===== config.mk =====
export PLATFORM = sky130hd
export DESIGN_NAME = jbig2_stream_header_parser
export DESIGN_NICKNAME = d
export VERILOG_FILES = /design/src/rtl/jsp_pkg.sv /design/src/rtl/jbig2_stream_header_parser.sv /design/src/rtl/jsp_ram.sv
export SDC_FILE = /design/constraint.sdc
export NUM_CORES = 2
export LEC_CHECK = 0
export BUFFER_PORTS_ARGS = -buffer_cell sky130_fd_sc_hd__buf_2
export CORE_MARGIN = 5
export CORE_UTILIZATION = 57
export CTS_CLUSTER_DIAMETER = 200
export DETAILED_ROUTE_END_ITERATION = 8
export PLACE_DENSITY = 0.76
export SLEW_MARGIN = 10
export SYNTH_ARGS = -nofsm -noshare
export SYNTH_HDL_FRONTEND = slang
export SYNTH_SLANG_ARGS = --single-unit

===== constraint.sdc =====
create_clock -name clk -period 13.4 [get_ports clk]
set_input_delay 2.01 -clock clk [delete_from_list [all_inputs] [get_ports clk]]
set_output_delay 2.01 -clock clk [all_outputs]
set_load 0.02 [all_outputs]

===== src/rtl/jsp_pkg.sv =====
// Package for the stream header parser: parse phases, codes, widths.
// No dependencies; used by the top level and the checker by scoped names.
package jsp_pkg;

  localparam int unsigned MaxSegmentsDef = 64;
  localparam int unsigned IdxW = 6;
  localparam int unsigned EntryW = 32 + IdxW;
  localparam int unsigned OutDataW = 184;

  typedef enum logic [12:0] {
    PH_ID       = 13'b0000000000001,
    PH_FFLAGS   = 13'b0000000000010,
    PH_FPAGES   = 13'b0000000000100,
    PH_SNUM     = 13'b0000000001000,
    PH_SFLAGS   = 13'b0000000010000,
    PH_SRTS     = 13'b0000000100000,
    PH_SRTSLONG = 13'b0000001000000,
    PH_SKIP     = 13'b0000010000000,
    PH_SPAGE    = 13'b0000100000000,
    PH_SLEN     = 13'b0001000000000,
    PH_BODY     = 13'b0010000000000,
    PH_EOF      = 13'b0100000000000,
    PH_ERR      = 13'b1000000000000
  } phase_t;

  typedef enum logic [1:0] {
    KIND_FILE = 2'd0,
    KIND_SEG  = 2'd1,
    KIND_BODY = 2'd2,
    KIND_ERR  = 2'd3
  } kind_t;

  localparam logic [1:0] ERR_BAD_ID  = 2'd0;
  localparam logic [1:0] ERR_GARBAGE = 2'd1;
  localparam logic [1:0] ERR_FULL    = 2'd2;

  localparam logic [5:0] SEG_TYPE_EOF = 6'd51;
  localparam logic [2:0] LONG_FORM    = 3'b111;

  function automatic logic [7:0] file_id_byte(input logic [2:0] pos);
    logic [7:0] r;
    case (pos)
      3'd0: r = 8'h97;
      3'd1: r = 8'h4a;
      3'd2: r = 8'h42;
      3'd3: r = 8'h32;
      3'd4: r = 8'h0d;
      3'd5: r = 8'h0a;
      3'd6: r = 8'h1a;
      default: r = 8'h0a;
    endcase
    return r;
  endfunction

endpackage


===== src/rtl/jbig2_stream_header_parser.sv =====
// Top level of the stream header parser: byte-wise parse state machine,
// output register and the stored body-length table. Uses jsp_pkg, jsp_ram.
//
//  channel | dir | words                                 | marks
//  in_     | in  | one stream byte                       | -
//  out_    | out | file info, header, body byte or error | tlast = end of body
//  cfg_    | in  | embedded_mode                         | write enable
//
// A result, if any, from a taken byte shows in the output register the next
// cycle. in_tready drops only while a result waits there.
// Synchronous active-low reset; the table of stored lengths needs no clear.
// Only headers with a nonzero length enter the table, with their position,
// so random-order bodies follow each other with no gap between them.
module jbig2_stream_header_parser #(
  parameter int unsigned MAX_SEGMENTS = jsp_pkg::MaxSegmentsDef
) (
  input  logic                          clk,
  input  logic                          rst_n,
  input  logic                          cfg_wr_en,
  input  logic                          cfg_wr_data,   // embedded_mode
  input  logic                          in_tvalid,
  output logic                          in_tready,
  input  logic [7:0]                    in_tdata,      // data_byte
  output logic                          out_tvalid,
  input  logic                          out_tready,
  // tdata low to high: seg_num, segment_flags, referred_count,
  // page_assoc, seg_length, page_count, segment_index, body_byte,
  // error_code, zero fill
  output logic [jsp_pkg::OutDataW-1:0]  out_tdata,
  output logic [1:0]                    out_tuser,     // kind
  output logic                          out_tlast      // last_of_segment
);

  localparam int unsigned AW = (MAX_SEGMENTS > 1) ? $clog2(MAX_SEGMENTS) : 1;
  localparam int unsigned CW = $clog2(MAX_SEGMENTS + 1);
  localparam int unsigned RD = (MAX_SEGMENTS > 1) ? MAX_SEGMENTS : 2;

  // state
  jsp_pkg::phase_t phase_r, phase_nxt;
  logic        started_r, random_r, random_nxt;
  logic [31:0] cnt_r, cnt_nxt;
  logic [31:0] snum_r, snum_nxt, page_r, page_nxt, len_r, len_nxt, pages_r, pages_nxt;
  logic [7:0]  hflags_r, hflags_nxt, fflags_r, fflags_nxt;
  logic [28:0] refc_r, refc_nxt;
  logic [1:0]  err_r, err_nxt;
  logic [CW-1:0] stored_r, stored_nxt, nz_r, nz_nxt, cur_r, cur_nxt;

  // output register
  logic [1:0]  kind_nxt, ecode_nxt;
  logic [31:0] o_num_nxt, o_page_nxt, o_len_nxt, o_pages_nxt;
  logic [7:0]  o_flags_nxt, o_body_nxt;
  logic [28:0] o_refc_nxt;
  logic [5:0]  o_idx_nxt;
  logic        o_last_nxt, o_valid_nxt;
  logic [jsp_pkg::OutDataW-1:0] tdata_nxt;

  // table
  logic                      wr_en;
  logic [AW-1:0]             wr_addr, rd_addr;
  logic [jsp_pkg::EntryW-1:0] wr_data, ram_q, byp_data_r, entry;
  logic                      byp_r;

  logic       in_fire;
  logic [7:0] b;
  logic [31:0] retain;
  logic [28:0] refc_long;
  logic [31:0] ent_len;
  logic [5:0]  ent_idx;
  logic [CW-1:0] nz_after;

  assign in_tready = !out_tvalid || out_tready;
  assign in_fire   = in_tvalid && in_tready;
  assign b         = in_tdata;

  assign entry   = byp_r ? byp_data_r : ram_q;
  assign ent_len = entry[31:0];
  assign ent_idx = entry[jsp_pkg::EntryW-1:32];
  assign rd_addr = cur_nxt[AW-1:0];

  jsp_ram #(.WIDTH(jsp_pkg::EntryW), .DEPTH(RD)) u_len_ram (
    .clk     (clk),
    .wr_en   (wr_en),
    .wr_addr (wr_addr),
    .wr_data (wr_data),
    .rd_addr (rd_addr),
    .rd_data (ram_q)
  );

  // next state and result for one byte
  always_comb begin
    phase_nxt  = phase_r;
    random_nxt = random_r;
    cnt_nxt    = cnt_r;
    snum_nxt   = snum_r;
    page_nxt   = page_r;
    len_nxt    = len_r;
    pages_nxt  = pages_r;
    hflags_nxt = hflags_r;
    fflags_nxt = fflags_r;
    refc_nxt   = refc_r;
    err_nxt    = err_r;
    stored_nxt = stored_r;
    nz_nxt     = nz_r;
    cur_nxt    = cur_r;
    wr_en      = 1'b0;
    wr_addr    = nz_r[AW-1:0];
    wr_data    = {stored_r[5:0], len_r};
    o_valid_nxt = 1'b0;
    kind_nxt    = jsp_pkg::KIND_FILE;
    ecode_nxt   = 2'd0;
    o_num_nxt   = '0;
    o_page_nxt  = '0;
    o_len_nxt   = '0;
    o_pages_nxt = '0;
    o_flags_nxt = '0;
    o_body_nxt  = '0;
    o_refc_nxt  = '0;
    o_idx_nxt   = '0;
    o_last_nxt  = 1'b0;
    refc_long   = {refc_r[20:0], b};
    nz_after    = nz_r;
    retain = '0;

    if (in_fire) begin
      case (phase_r)
        jsp_pkg::PH_ID: begin
          if (b != jsp_pkg::file_id_byte(cnt_r[2:0])) begin
            phase_nxt = jsp_pkg::PH_ERR;
            err_nxt = jsp_pkg::ERR_BAD_ID;
            o_valid_nxt = 1'b1;
            kind_nxt = jsp_pkg::KIND_ERR;
            ecode_nxt = jsp_pkg::ERR_BAD_ID;
          end else if (cnt_r[2:0] == 3'd7) begin
            cnt_nxt = '0;
            phase_nxt = jsp_pkg::PH_FFLAGS;
          end else begin
            cnt_nxt = cnt_r + 32'd1;
          end
        end
        jsp_pkg::PH_FFLAGS: begin
          fflags_nxt = b;
          random_nxt = !b[0];
          pages_nxt = '0;
          cnt_nxt = '0;
          if (b[1]) begin
            o_valid_nxt = 1'b1;
            kind_nxt = jsp_pkg::KIND_FILE;
            o_flags_nxt = b;
            phase_nxt = jsp_pkg::PH_SNUM;
          end else begin
            phase_nxt = jsp_pkg::PH_FPAGES;
          end
        end
        jsp_pkg::PH_FPAGES: begin
          pages_nxt = {pages_r[23:0], b};
          if (cnt_r[1:0] == 2'd3) begin
            cnt_nxt = '0;
            o_valid_nxt = 1'b1;
            kind_nxt = jsp_pkg::KIND_FILE;
            o_flags_nxt = fflags_r;
            o_pages_nxt = {pages_r[23:0], b};
            phase_nxt = jsp_pkg::PH_SNUM;
          end else begin
            cnt_nxt = cnt_r + 32'd1;
          end
        end
        jsp_pkg::PH_SNUM: begin
          snum_nxt = {snum_r[23:0], b};
          if (cnt_r[1:0] == 2'd3) begin
            cnt_nxt = '0;
            phase_nxt = jsp_pkg::PH_SFLAGS;
          end else begin
            cnt_nxt = cnt_r + 32'd1;
          end
        end
        jsp_pkg::PH_SFLAGS: begin
          hflags_nxt = b;
          phase_nxt = jsp_pkg::PH_SRTS;
        end
        jsp_pkg::PH_SRTS: begin
          if (b[7:5] == jsp_pkg::LONG_FORM) begin
            refc_nxt = {24'd0, b[4:0]};
            cnt_nxt = '0;
            phase_nxt = jsp_pkg::PH_SRTSLONG;
          end else begin
            refc_nxt = {26'd0, b[7:5]};
            // short form: no retention bytes, up to 6 references of 1, 2 or 4 bytes
            if (snum_r <= 32'd256) cnt_nxt = {29'd0, b[7:5]};
            else if (snum_r <= 32'd65536) cnt_nxt = {28'd0, b[7:5], 1'b0};
            else cnt_nxt = {27'd0, b[7:5], 2'b00};
            page_nxt = '0;
            phase_nxt = (b[7:5] != 3'd0) ? jsp_pkg::PH_SKIP : jsp_pkg::PH_SPAGE;
          end
        end
        jsp_pkg::PH_SRTSLONG: begin
          refc_nxt = refc_long;
          if (cnt_r[1:0] == 2'd2) begin
            // retention ceil((count+1)/8) plus reference bytes; never zero
            retain = {6'd0, refc_long[28:3]} + 32'd1;
            if (snum_r <= 32'd256) cnt_nxt = retain + {3'd0, refc_long};
            else if (snum_r <= 32'd65536) cnt_nxt = retain + {2'd0, refc_long, 1'b0};
            else cnt_nxt = retain + {1'b0, refc_long, 2'b00};
            page_nxt = '0;
            phase_nxt = jsp_pkg::PH_SKIP;
          end else begin
            cnt_nxt = cnt_r + 32'd1;
          end
        end
        jsp_pkg::PH_SKIP: begin
          cnt_nxt = cnt_r - 32'd1;
          if (cnt_r == 32'd1) phase_nxt = jsp_pkg::PH_SPAGE;
        end
        jsp_pkg::PH_SPAGE: begin
          page_nxt = {page_r[23:0], b};
          if (!hflags_r[6] || cnt_r[1:0] == 2'd3) begin
            cnt_nxt = '0;
            len_nxt = '0;
            phase_nxt = jsp_pkg::PH_SLEN;
          end else begin
            cnt_nxt = cnt_r + 32'd1;
          end
        end
        jsp_pkg::PH_SLEN: begin
          len_nxt = {len_r[23:0], b};
          if (cnt_r[1:0] != 2'd3) begin
            cnt_nxt = cnt_r + 32'd1;
          end else if (random_r && stored_r >= CW'(MAX_SEGMENTS)) begin
            phase_nxt = jsp_pkg::PH_ERR;
            err_nxt = jsp_pkg::ERR_FULL;
            o_valid_nxt = 1'b1;
            kind_nxt = jsp_pkg::KIND_ERR;
            ecode_nxt = jsp_pkg::ERR_FULL;
          end else begin
            cnt_nxt = '0;
            o_valid_nxt = 1'b1;
            kind_nxt = jsp_pkg::KIND_SEG;
            o_num_nxt = snum_r;
            o_flags_nxt = hflags_r;
            o_refc_nxt = refc_r;
            o_page_nxt = page_r;
            o_len_nxt = {len_r[23:0], b};
            if (random_r) begin
              o_idx_nxt = stored_r[5:0];
              stored_nxt = stored_r + CW'(1);
              // only bodies with bytes enter the table
              if ({len_r[23:0], b} != 32'd0) begin
                wr_en = 1'b1;
                wr_data = {stored_r[5:0], len_r[23:0], b};
                nz_after = nz_r + CW'(1);
                nz_nxt = nz_after;
              end
              if (hflags_r[5:0] == jsp_pkg::SEG_TYPE_EOF) begin
                cur_nxt = '0;
                phase_nxt = (nz_after != '0) ? jsp_pkg::PH_BODY : jsp_pkg::PH_EOF;
              end else begin
                phase_nxt = jsp_pkg::PH_SNUM;
              end
            end else begin
              phase_nxt = ({len_r[23:0], b} != 32'd0) ? jsp_pkg::PH_BODY
                                                      : jsp_pkg::PH_SNUM;
            end
          end
        end
        jsp_pkg::PH_BODY: begin
          o_valid_nxt = 1'b1;
          kind_nxt = jsp_pkg::KIND_BODY;
          o_body_nxt = b;
          o_idx_nxt = random_r ? ent_idx : 6'd0;
          if ((cnt_r + 32'd1) >= (random_r ? ent_len : len_r)) begin
            o_last_nxt = 1'b1;
            cnt_nxt = '0;
            if (random_r) begin
              cur_nxt = cur_r + CW'(1);
              phase_nxt = ((cur_r + CW'(1)) < nz_r) ? jsp_pkg::PH_BODY
                                                    : jsp_pkg::PH_EOF;
            end else begin
              phase_nxt = jsp_pkg::PH_SNUM;
            end
          end else begin
            cnt_nxt = cnt_r + 32'd1;
          end
        end
        jsp_pkg::PH_EOF: begin
          phase_nxt = jsp_pkg::PH_ERR;
          err_nxt = jsp_pkg::ERR_GARBAGE;
          o_valid_nxt = 1'b1;
          kind_nxt = jsp_pkg::KIND_ERR;
          ecode_nxt = jsp_pkg::ERR_GARBAGE;
        end
        default: begin
          o_valid_nxt = 1'b1;
          kind_nxt = jsp_pkg::KIND_ERR;
          ecode_nxt = err_r;
        end
      endcase
    end else if (cfg_wr_en && !started_r) begin
      // starting phase follows the mode until the first byte
      phase_nxt = cfg_wr_data ? jsp_pkg::PH_SNUM : jsp_pkg::PH_ID;
    end
    tdata_nxt = {3'd0, ecode_nxt, o_body_nxt, o_idx_nxt, o_pages_nxt, o_len_nxt,
                 o_page_nxt, o_refc_nxt, o_flags_nxt, o_num_nxt};
  end

  // control registers
  always_ff @(posedge clk) begin
    if (!rst_n) begin
      phase_r    <= jsp_pkg::PH_ID;
      started_r  <= 1'b0;
      random_r   <= 1'b0;
      cnt_r      <= '0;
      err_r      <= 2'd0;
      stored_r   <= '0;
      nz_r       <= '0;
      cur_r      <= '0;
      out_tvalid <= 1'b0;
      byp_r      <= 1'b0;
    end else begin
      phase_r    <= phase_nxt;
      if (in_fire) started_r <= 1'b1;
      random_r   <= random_nxt;
      cnt_r      <= cnt_nxt;
      err_r      <= err_nxt;
      stored_r   <= stored_nxt;
      nz_r       <= nz_nxt;
      cur_r      <= cur_nxt;
      byp_r      <= wr_en && (wr_addr == rd_addr);
      if (in_tready) out_tvalid <= o_valid_nxt;
    end
  end

  // header fields and output payload
  always_ff @(posedge clk) begin
    if (!rst_n) begin
      snum_r   <= '0;
      page_r   <= '0;
      len_r    <= '0;
      pages_r  <= '0;
      hflags_r <= '0;
      fflags_r <= '0;
      refc_r   <= '0;
    end else begin
      snum_r   <= snum_nxt;
      page_r   <= page_nxt;
      len_r    <= len_nxt;
      pages_r  <= pages_nxt;
      hflags_r <= hflags_nxt;
      fflags_r <= fflags_nxt;
      refc_r   <= refc_nxt;
    end
    byp_data_r <= wr_data;
    if (in_tready && o_valid_nxt) begin
      out_tdata <= tdata_nxt;
      out_tuser <= kind_nxt;
      out_tlast <= o_last_nxt;
    end
  end

endmodule


===== src/rtl/jsp_ram.sv =====
// Generic single-port-write, single-port-read RAM with registered read.
// No dependencies.
module jsp_ram #(
  parameter int unsigned WIDTH = 8,
  parameter int unsigned DEPTH = 64
) (
  input  logic                     clk,
  input  logic                     wr_en,
  input  logic [$clog2(DEPTH)-1:0] wr_addr,
  input  logic [WIDTH-1:0]         wr_data,
  input  logic [$clog2(DEPTH)-1:0] rd_addr,
  output logic [WIDTH-1:0]         rd_data
);

  logic [WIDTH-1:0] mem [DEPTH];

  // write port and registered read port
  always_ff @(posedge clk) begin
    if (wr_en) begin
      mem[wr_addr] <= wr_data;
    end
    rd_data <= mem[rd_addr];
  end

endmodule


## After elaboration in Yosys (flattened, before gate mapping)

Memory sizes are Yosys's and may differ from the RTL's. A register that Yosys moved wholly into a read port is not among the register bits.
Cells that the tools add are included.

| word-level totals | value |
|---|---|
| memories kept | 1 |
| input port bits | 14 |
| ROM bits | 0 |
| output and inout port bits | 189 |
| word-level logic and storage cells | 240 |
| latch bits | 0 |
| register bits after elaboration | 459 |
| bits in writable memories | 2432 |

Memory list:

| name | words | width | rd ports | clocked after Yosys merged registers in | write ports | line | text |
|---|---|---|---|---|---|---|---|
| u_len_ram.mem | 64 | 38 | 1 | 1 | 1 | jsp_ram.sv:15 | `logic [WIDTH-1:0] mem [DEPTH];` |

| operators by class | value |
|---|---|
| reductions and logical operators | 42 |
| shifts and indexed selects | 0 |
| multiply operators | 0 |
| div/mod/pow operators | 0 |
| equality and inequality tests | 48 |
| $add $sub $neg | 9 |
| magnitude comparators | 5 |
| bitwise gates (word level) | 4 |
| mux-type cells | 106 |

Operators with widths:

| operator | number |
|---|---|
| $mux 32 | 20 |
| $pmux 32 s9 | 1 |
| $mux 13 | 13 |
| $pmux 13 s12 | 1 |
| $pmux 32 s3 | 1 |
| $mux 7 | 12 |
| $pmux 32 s2 | 1 |
| $pmux 29 s2 | 1 |
| $mux 12 | 4 |
| $mux 8 | 6 |
| $pmux 24 s2 | 1 |
| $pmux 8 s6 | 1 |
| $mux 38 | 1 |
| $add 27x31->32 | 1 |
| $add 32x1->32 const B | 1 |
| $eq 32x1->1 const B | 1 |
| $ge 32x32->1 | 1 |
| $le 32x17->1 const B | 1 |
| $le 32x9->1 const B | 1 |
| $reduce_bool 32->1 | 1 |
| $sub 32x1->32 const B | 1 |
| $add 27x30->31 | 1 |
| $add 27x29->30 | 1 |
| $mux 6 | 5 |
| 59 further kinds | 136 |

## Logic depth before layout (Yosys ltp)

| logic depth | value |
|---|---|
| depth after elaboration | 15 |
| depth in mapped cells | 28 |

## Modules after synthesis

From an unflattened synthesis, not the netlist that was laid out.

| unflattened totals | value |
|---|---|
| cell total of the unflattened synthesis | 6994 |
| area total of the unflattened synthesis | 119616.0 sq um |

By module, submodules not included:

| module | times used | seq. area each (sq um) | area an instance (sq um) | cells an instance |
|---|---|---|---|---|
| jsp_ram | 1 | 73790.8 | 93055.5 | 3993 |
| jbig2_stream_header_parser | 1 | 11030.6 | 26560.5 | 3001 |

## Worst setup path before layout

OpenSTA, ideal clock, no wires.

| timing path | value |
|---|---|
| kind | input port to flip-flop |
| from | input in_tdata[3] |
| to | register out_tdata[0] in the netlist's numbering (enable) |
| library setup time | 0.839 ns |
| stages on the path | 6 |
| data required time | 12.561 ns |
| slack | -0.098 ns |
| arrival time | 12.659 ns |
| cells stage by stage | clkbuf_1 nor2_1 a32oi_1 or4_1 nand2_1 a31oi_1 |

| between the ends | value |
|---|---|
| word-level cells in the longest chain between the ends | 5 |

Ends and longest elaborated chain:

| element | line | text |
|---|---|---|
| start, declared | jbig2_stream_header_parser.sv:23 | `input logic [7:0] in_tdata,` |
| $ne 8x8->1 | jbig2_stream_header_parser.sv:127 | `if (b != jsp_pkg::file_id_byte(cnt_r[2:0])) begin` |
| $mux 1 | jbig2_stream_header_parser.sv:127 |  |
| $pmux 1 s5 | jbig2_stream_header_parser.sv:125 | `case (phase_r)` |
| $mux 1 | jbig2_stream_header_parser.sv:124 | `if (in_fire) begin` |
| $logic_and 1x1->1 | jbig2_stream_header_parser.sv:351 | `if (in_tready && o_valid_nxt) begin` |
| end signal, assigned | jbig2_stream_header_parser.sv:352 | `out_tdata <= tdata_nxt;` |
| end, declared | jbig2_stream_header_parser.sv:29 | `output logic [jsp_pkg::OutDataW-1:0] out_tdata,` |

No other way between the ends.
A chain may end at the register's enable or synchronous reset.

## Worst setup path in the final report

| timing path | value |
|---|---|
| from | register cnt_r[0] |
| to | register u_len_ram.rd_data[24] (read register of u_len_ram.mem) |

| between the ends | value |
|---|---|
| word-level cells in the longest chain between the ends | 5 |

Ends and longest elaborated chain:

| element | line | text |
|---|---|---|
| start, declared | jbig2_stream_header_parser.sv:41 | `logic [31:0] cnt_r, cnt_nxt;` |
| start signal, assigned | jbig2_stream_header_parser.sv:321 | `cnt_r <= cnt_nxt;` |
| $add 32x1->32 | jbig2_stream_header_parser.sv:269 | `if ((cnt_r + 32'd1) >= (random_r ? ent_len : len_r)) begin` |
| $ge 32x32->1 | jbig2_stream_header_parser.sv:269 |  |
| $mux 7 | jbig2_stream_header_parser.sv:269 |  |
| $pmux 7 s2 (*) | jbig2_stream_header_parser.sv:125 |  |
| $mux 6 (*) | jbig2_stream_header_parser.sv:124 |  |
| end, declared | jsp_ram.sv:12 | `output logic [WIDTH-1:0] rd_data` |

Mark *: on every way between the ends. The rest lies on a longest branch, timed or not. The select of a mux whose other input is x is not followed.

==> summary.md <==
| Metric | Value |
|---|---|
| Synthesized instance count | `9,708` |
| Num ports | `203` |
| DRC errors left | `0` |
| Layout cells sized above 1 | `9.98%` |
| Die Height | `474 um` |
| Hold WC Path Type | `reg2reg` |
| Synth warn | `0` |
| Initial antenna violation count | `33` |
| Commonest non-fill, non-tap cell in the layout | `edfxtp_1` |
| Routed Antenna Nets | `0` |
| Pre-CTS WS | `4.96 ns` |
| Final worst setup slack | `4.66 ns` |
| Yosys reg bits | `2,929` |
| # Post-CTS Setup Buffers | `0` |
| Final Hold Fails | `0` |
| HPWL after DPL | `208 mm` |
| Count of cell types in the netlist | `93` |
| PostCTS Resize Cnt | `0` |
| Num rows | `170` |
| Post-synth EDFFs | `2,616` |
| R2r endpoint | `u_len_ram.rd_data[24]$_DFF_P_` |
| Fin crit period | `8.74 ns` |
| Cells after DPL | `12,336` |
| Fillers | `15,088` |
| FFs w/ async S/R, synth | `0%` |
| Clock latency on the worst-skew pair | `0.95 ns` |
| RSZ-0062 raised after global routing | `no` |
| Final Util | `63.7%` |
| WL final | `371 mm` |
| Gpl congestion | `0.911` |
| Top FF cell, synth | `edfxtp_1` |
| Clk buf depth | `4` |
| Initial Utilization | `57.2%` |
| Avg Cell Area, Syn | `12.6 um2` |
| Pwr Density | `138 mW/mm2` |
| Worst Setup SP | `cnt_r[0]$_SDFFE_PN0P_` |
| TritonCTS clock tree | `built` |
| Tcrit/Tclk final | `65.2%` |
| Design Area, Final | `0.137 mm2` |
| Hold_buf cts | `0` |
| LEAKAGE | `46.4 nW` |
| Worst Setup End Kind | `register` |
| Vias | `84,436` |
| Initial drt markers | `13,488` |
| CTS root buf | `clkbuf_16` |
| Die area | `0.224 mm2` |
| Nets | `9,952` |
| Max VDD drop | `106 uV` |
| R2R cell count | `23` |
| Total CTS buffers | `304` |
| Die width | `474 um` |
| Crit Path Category | `reg2reg` |
| Commonest cells after routing, fill and taps aside | `2,616 x edfxtp_1, 2,084 x nand2_1, 1,040 x nand3_1, 432 x mux2i_1, 314 x clkbuf_16` |
| DR vias/cell | `6.55` |
| GR Overflow Total | `0` |
| Routed wire per std cell | `28.8 um` |
| Critical Path Fanout Max | `169` |
| Vias in the first global route | `80,824` |
| Final non-filler cell total | `12,883` |
| Fin Clk Skew | `0.0543 ns` |
| Worst Max-Slew Pin Slew | `1.35 ns` |
| WP data required | `14.29 ns` |
| Register area share after synthesis | `69.2%` |
| Type of origin of the critical path | `register` |
| Area after DPL | `0.127 mm2` |
| DR pass1 iterations | `9` |
| CTS H-tree lvls | `5` |
| Slew headroom | `9.81%` |
| Port Buf Inserts | `199` |
| Setup violators final | `0` |
| Highest clock rate | `114 MHz` |
| Slew Viols, Final | `0` |
| Global Route Usage Sum | `32.2%` |
| Core ar. | `0.214 mm2` |
| Worst flop-to-flop path startpoint | `cnt_r[0]$_SDFFE_PN0P_` |
| Synthesis-to-layout area growth | `11.5%` |
| Status | `completed` |
| Sink Count | `2,929` |
| First-pass GRT wire length | `536 mm` |
| Critical Path Sink | `u_len_ram.rd_data[24]$_DFF_P_` |
| Setup_tns | `0 ns` |
| Synthesized area | `0.123 mm2` |
| Clock slew at reported path FFs | `0.07 ns` |
| Pin count of the biggest net entering global routing | `178` |
| Crit path DAT | `9.62 ns` |
| Worst reg2reg setup slack | `4.66 ns` |
| MaxCap Viol Count | `0` |
==> power by group <==
part	switching, W	leakage, nW	internal (W)
sequential	0.0000454	23.8	0.00989
clock	0.00344	4.76	0.00492
combinational	0.000355	17.9	0.000167
total	0.00384	46.4	0.0150
==> through the flow <==
stage / total power, W / hold WS [ns]
6_report: 0.0188 / 0.462
5_1_grt: 0.0193 / 0.496
4_1_cts: 0.0188 / 0.463
3_5_place_dp: 0.0106 / 0.456
3_3_place_gp: 0.0106 / 0.447
2_1_floorplan: 0.0105 / 0.436
==> logic make-up (layout without fill, tap and decap cells) <==
group,Yosys count,after routing,share of synthesized area [%]
DFF,2929,2929,69.2
muxes,464,464,3.82
AOI/OAI and AO/OA,1130,1130,6.33
other,1,15,0.00306
xor gates and xnor gates,158,158,1.13
adders and majority gates,132,132,1.37
and+or+nand+nor,4227,4227,15.8
buffers and inverters,667,990,2.41
==> area by class of cell <==
type | count | area, um2 | area share, %
tap | 2838 | 3550 | 2.60
timing repair buffer | 407 | 2760 | 2.02
antenna | 12 | 30.0 | 0.0220
clock buffer | 401 | 8350 | 6.11
multi-input combinational | 6114 | 35600 | 26.0
clock inverter | 132 | 1390 | 1.01
inverter | 50 | 188 | 0.137
sequential | 2929 | 84800 | 62.1
==> sequential cells by signal, summed over array words and instances, names as in the netlist, 7 cells and up <==
signal             count
u_len_ram.mem       2432
out_tdata            181
byp_data_r            38
u_len_ram.rd_data     38
cnt_r                 32
len_r                 32
page_r                32
snum_r                32
refc_r                29
pages_r               24
phase_r               13
fflags_r               8
hflags_r               8
cur_r                  7
nz_r                   7
stored_r               7
==> routing by layer <==
| layer | vias to the layer above | wire length (um) | part of all wire, % | track usage [%] |
|---|---|---|---|---|
| met4 | 16 | 20100 | 5.4 | 15.1 |
| met2 | 6113 | 168000 | 45 | 49.9 |
| met1 | 41083 | 132000 | 36 | 42.6 |
| met3 | 1149 | 50300 | 14 | 8.65 |
| li1 | 36075 | - | - | - |
| met5 | - | 111 | 0.030 | 0 |
==> critical path, cell delays in order (launching register included) <==
cell and delay, ns:
dfxtp_1 0.49, ha_1 0.20, buf_4 0.37, and3_1 0.31, nand3_1 0.24, nor2b_1 0.45
nand3_1 0.17, or2_2 0.37, nor2_1 0.15, xnor2_1 0.17, inv_1 0.08, ha_1 0.30
nand4_1 0.16, nor4_1 0.34, o221ai_1 0.29, a21o_4 0.30, a2111oi_4 0.69, a21o_4 0.67
buf_12 0.50, buf_4 0.64, nor2_1 0.36, a221o_1 0.42, o21ai_1 0.41, or4_1 0.19
==> cell usage after synthesis, drive strengths merged, types with 23 or more instances <==
master / count / area share [%]
a211oi: 25 / 0.15
a21boi: 89 / 0.54
a21o: 47 / 0.29
a21oi: 195 / 0.81
a22oi: 86 / 0.53
a31oi: 109 / 0.56
a32oi: 94 / 0.67
and2: 168 / 0.86
and3: 95 / 0.48
buf: 269 / 1.2
clkbuf: 348 / 1.1
dfxtp: 313 / 5.1
edfxtp: 2616 / 64
ha: 129 / 1.3
inv: 49 / 0.15
mux2: 32 / 0.29
mux2i: 432 / 3.5
nand2: 2087 / 6.4
nand2b: 25 / 0.13
nand3: 1040 / 4.2
nand4: 173 / 0.89
nor2: 294 / 0.91
nor2b: 130 / 0.66
nor3: 66 / 0.29
nor4: 39 / 0.20
o211ai: 25 / 0.15
o21ai: 199 / 0.82
o22ai: 64 / 0.33
or3: 23 / 0.12
or4: 34 / 0.21
xnor2: 90 / 0.64
xor2: 68 / 0.49
==> worst min-delay path by stage <==
| stage | to | cells after the start | slack [ns] | start |
|---|---|---|---|---|
| after floorplan | page_r[24]$_SDFFE_PN0P_ | 2 | 0.44 | page_r[24]$_SDFFE_PN0P_ |
| after global placement | page_r[24]$_SDFFE_PN0P_ | 2 | 0.45 | page_r[24]$_SDFFE_PN0P_ |
| after detailed placement | stored_r[1]$_SDFFE_PN0P_ | 2 | 0.46 | stored_r[1]$_SDFFE_PN0P_ |
| after CTS | stored_r[1]$_SDFFE_PN0P_ | 2 | 0.46 | stored_r[1]$_SDFFE_PN0P_ |
| after global routing | stored_r[1]$_SDFFE_PN0P_ | 2 | 0.50 | stored_r[1]$_SDFFE_PN0P_ |
| final | stored_r[1]$_SDFFE_PN0P_ | 2 | 0.46 | stored_r[1]$_SDFFE_PN0P_ |
Note: power is estimated with default switching activity, not from simulation.
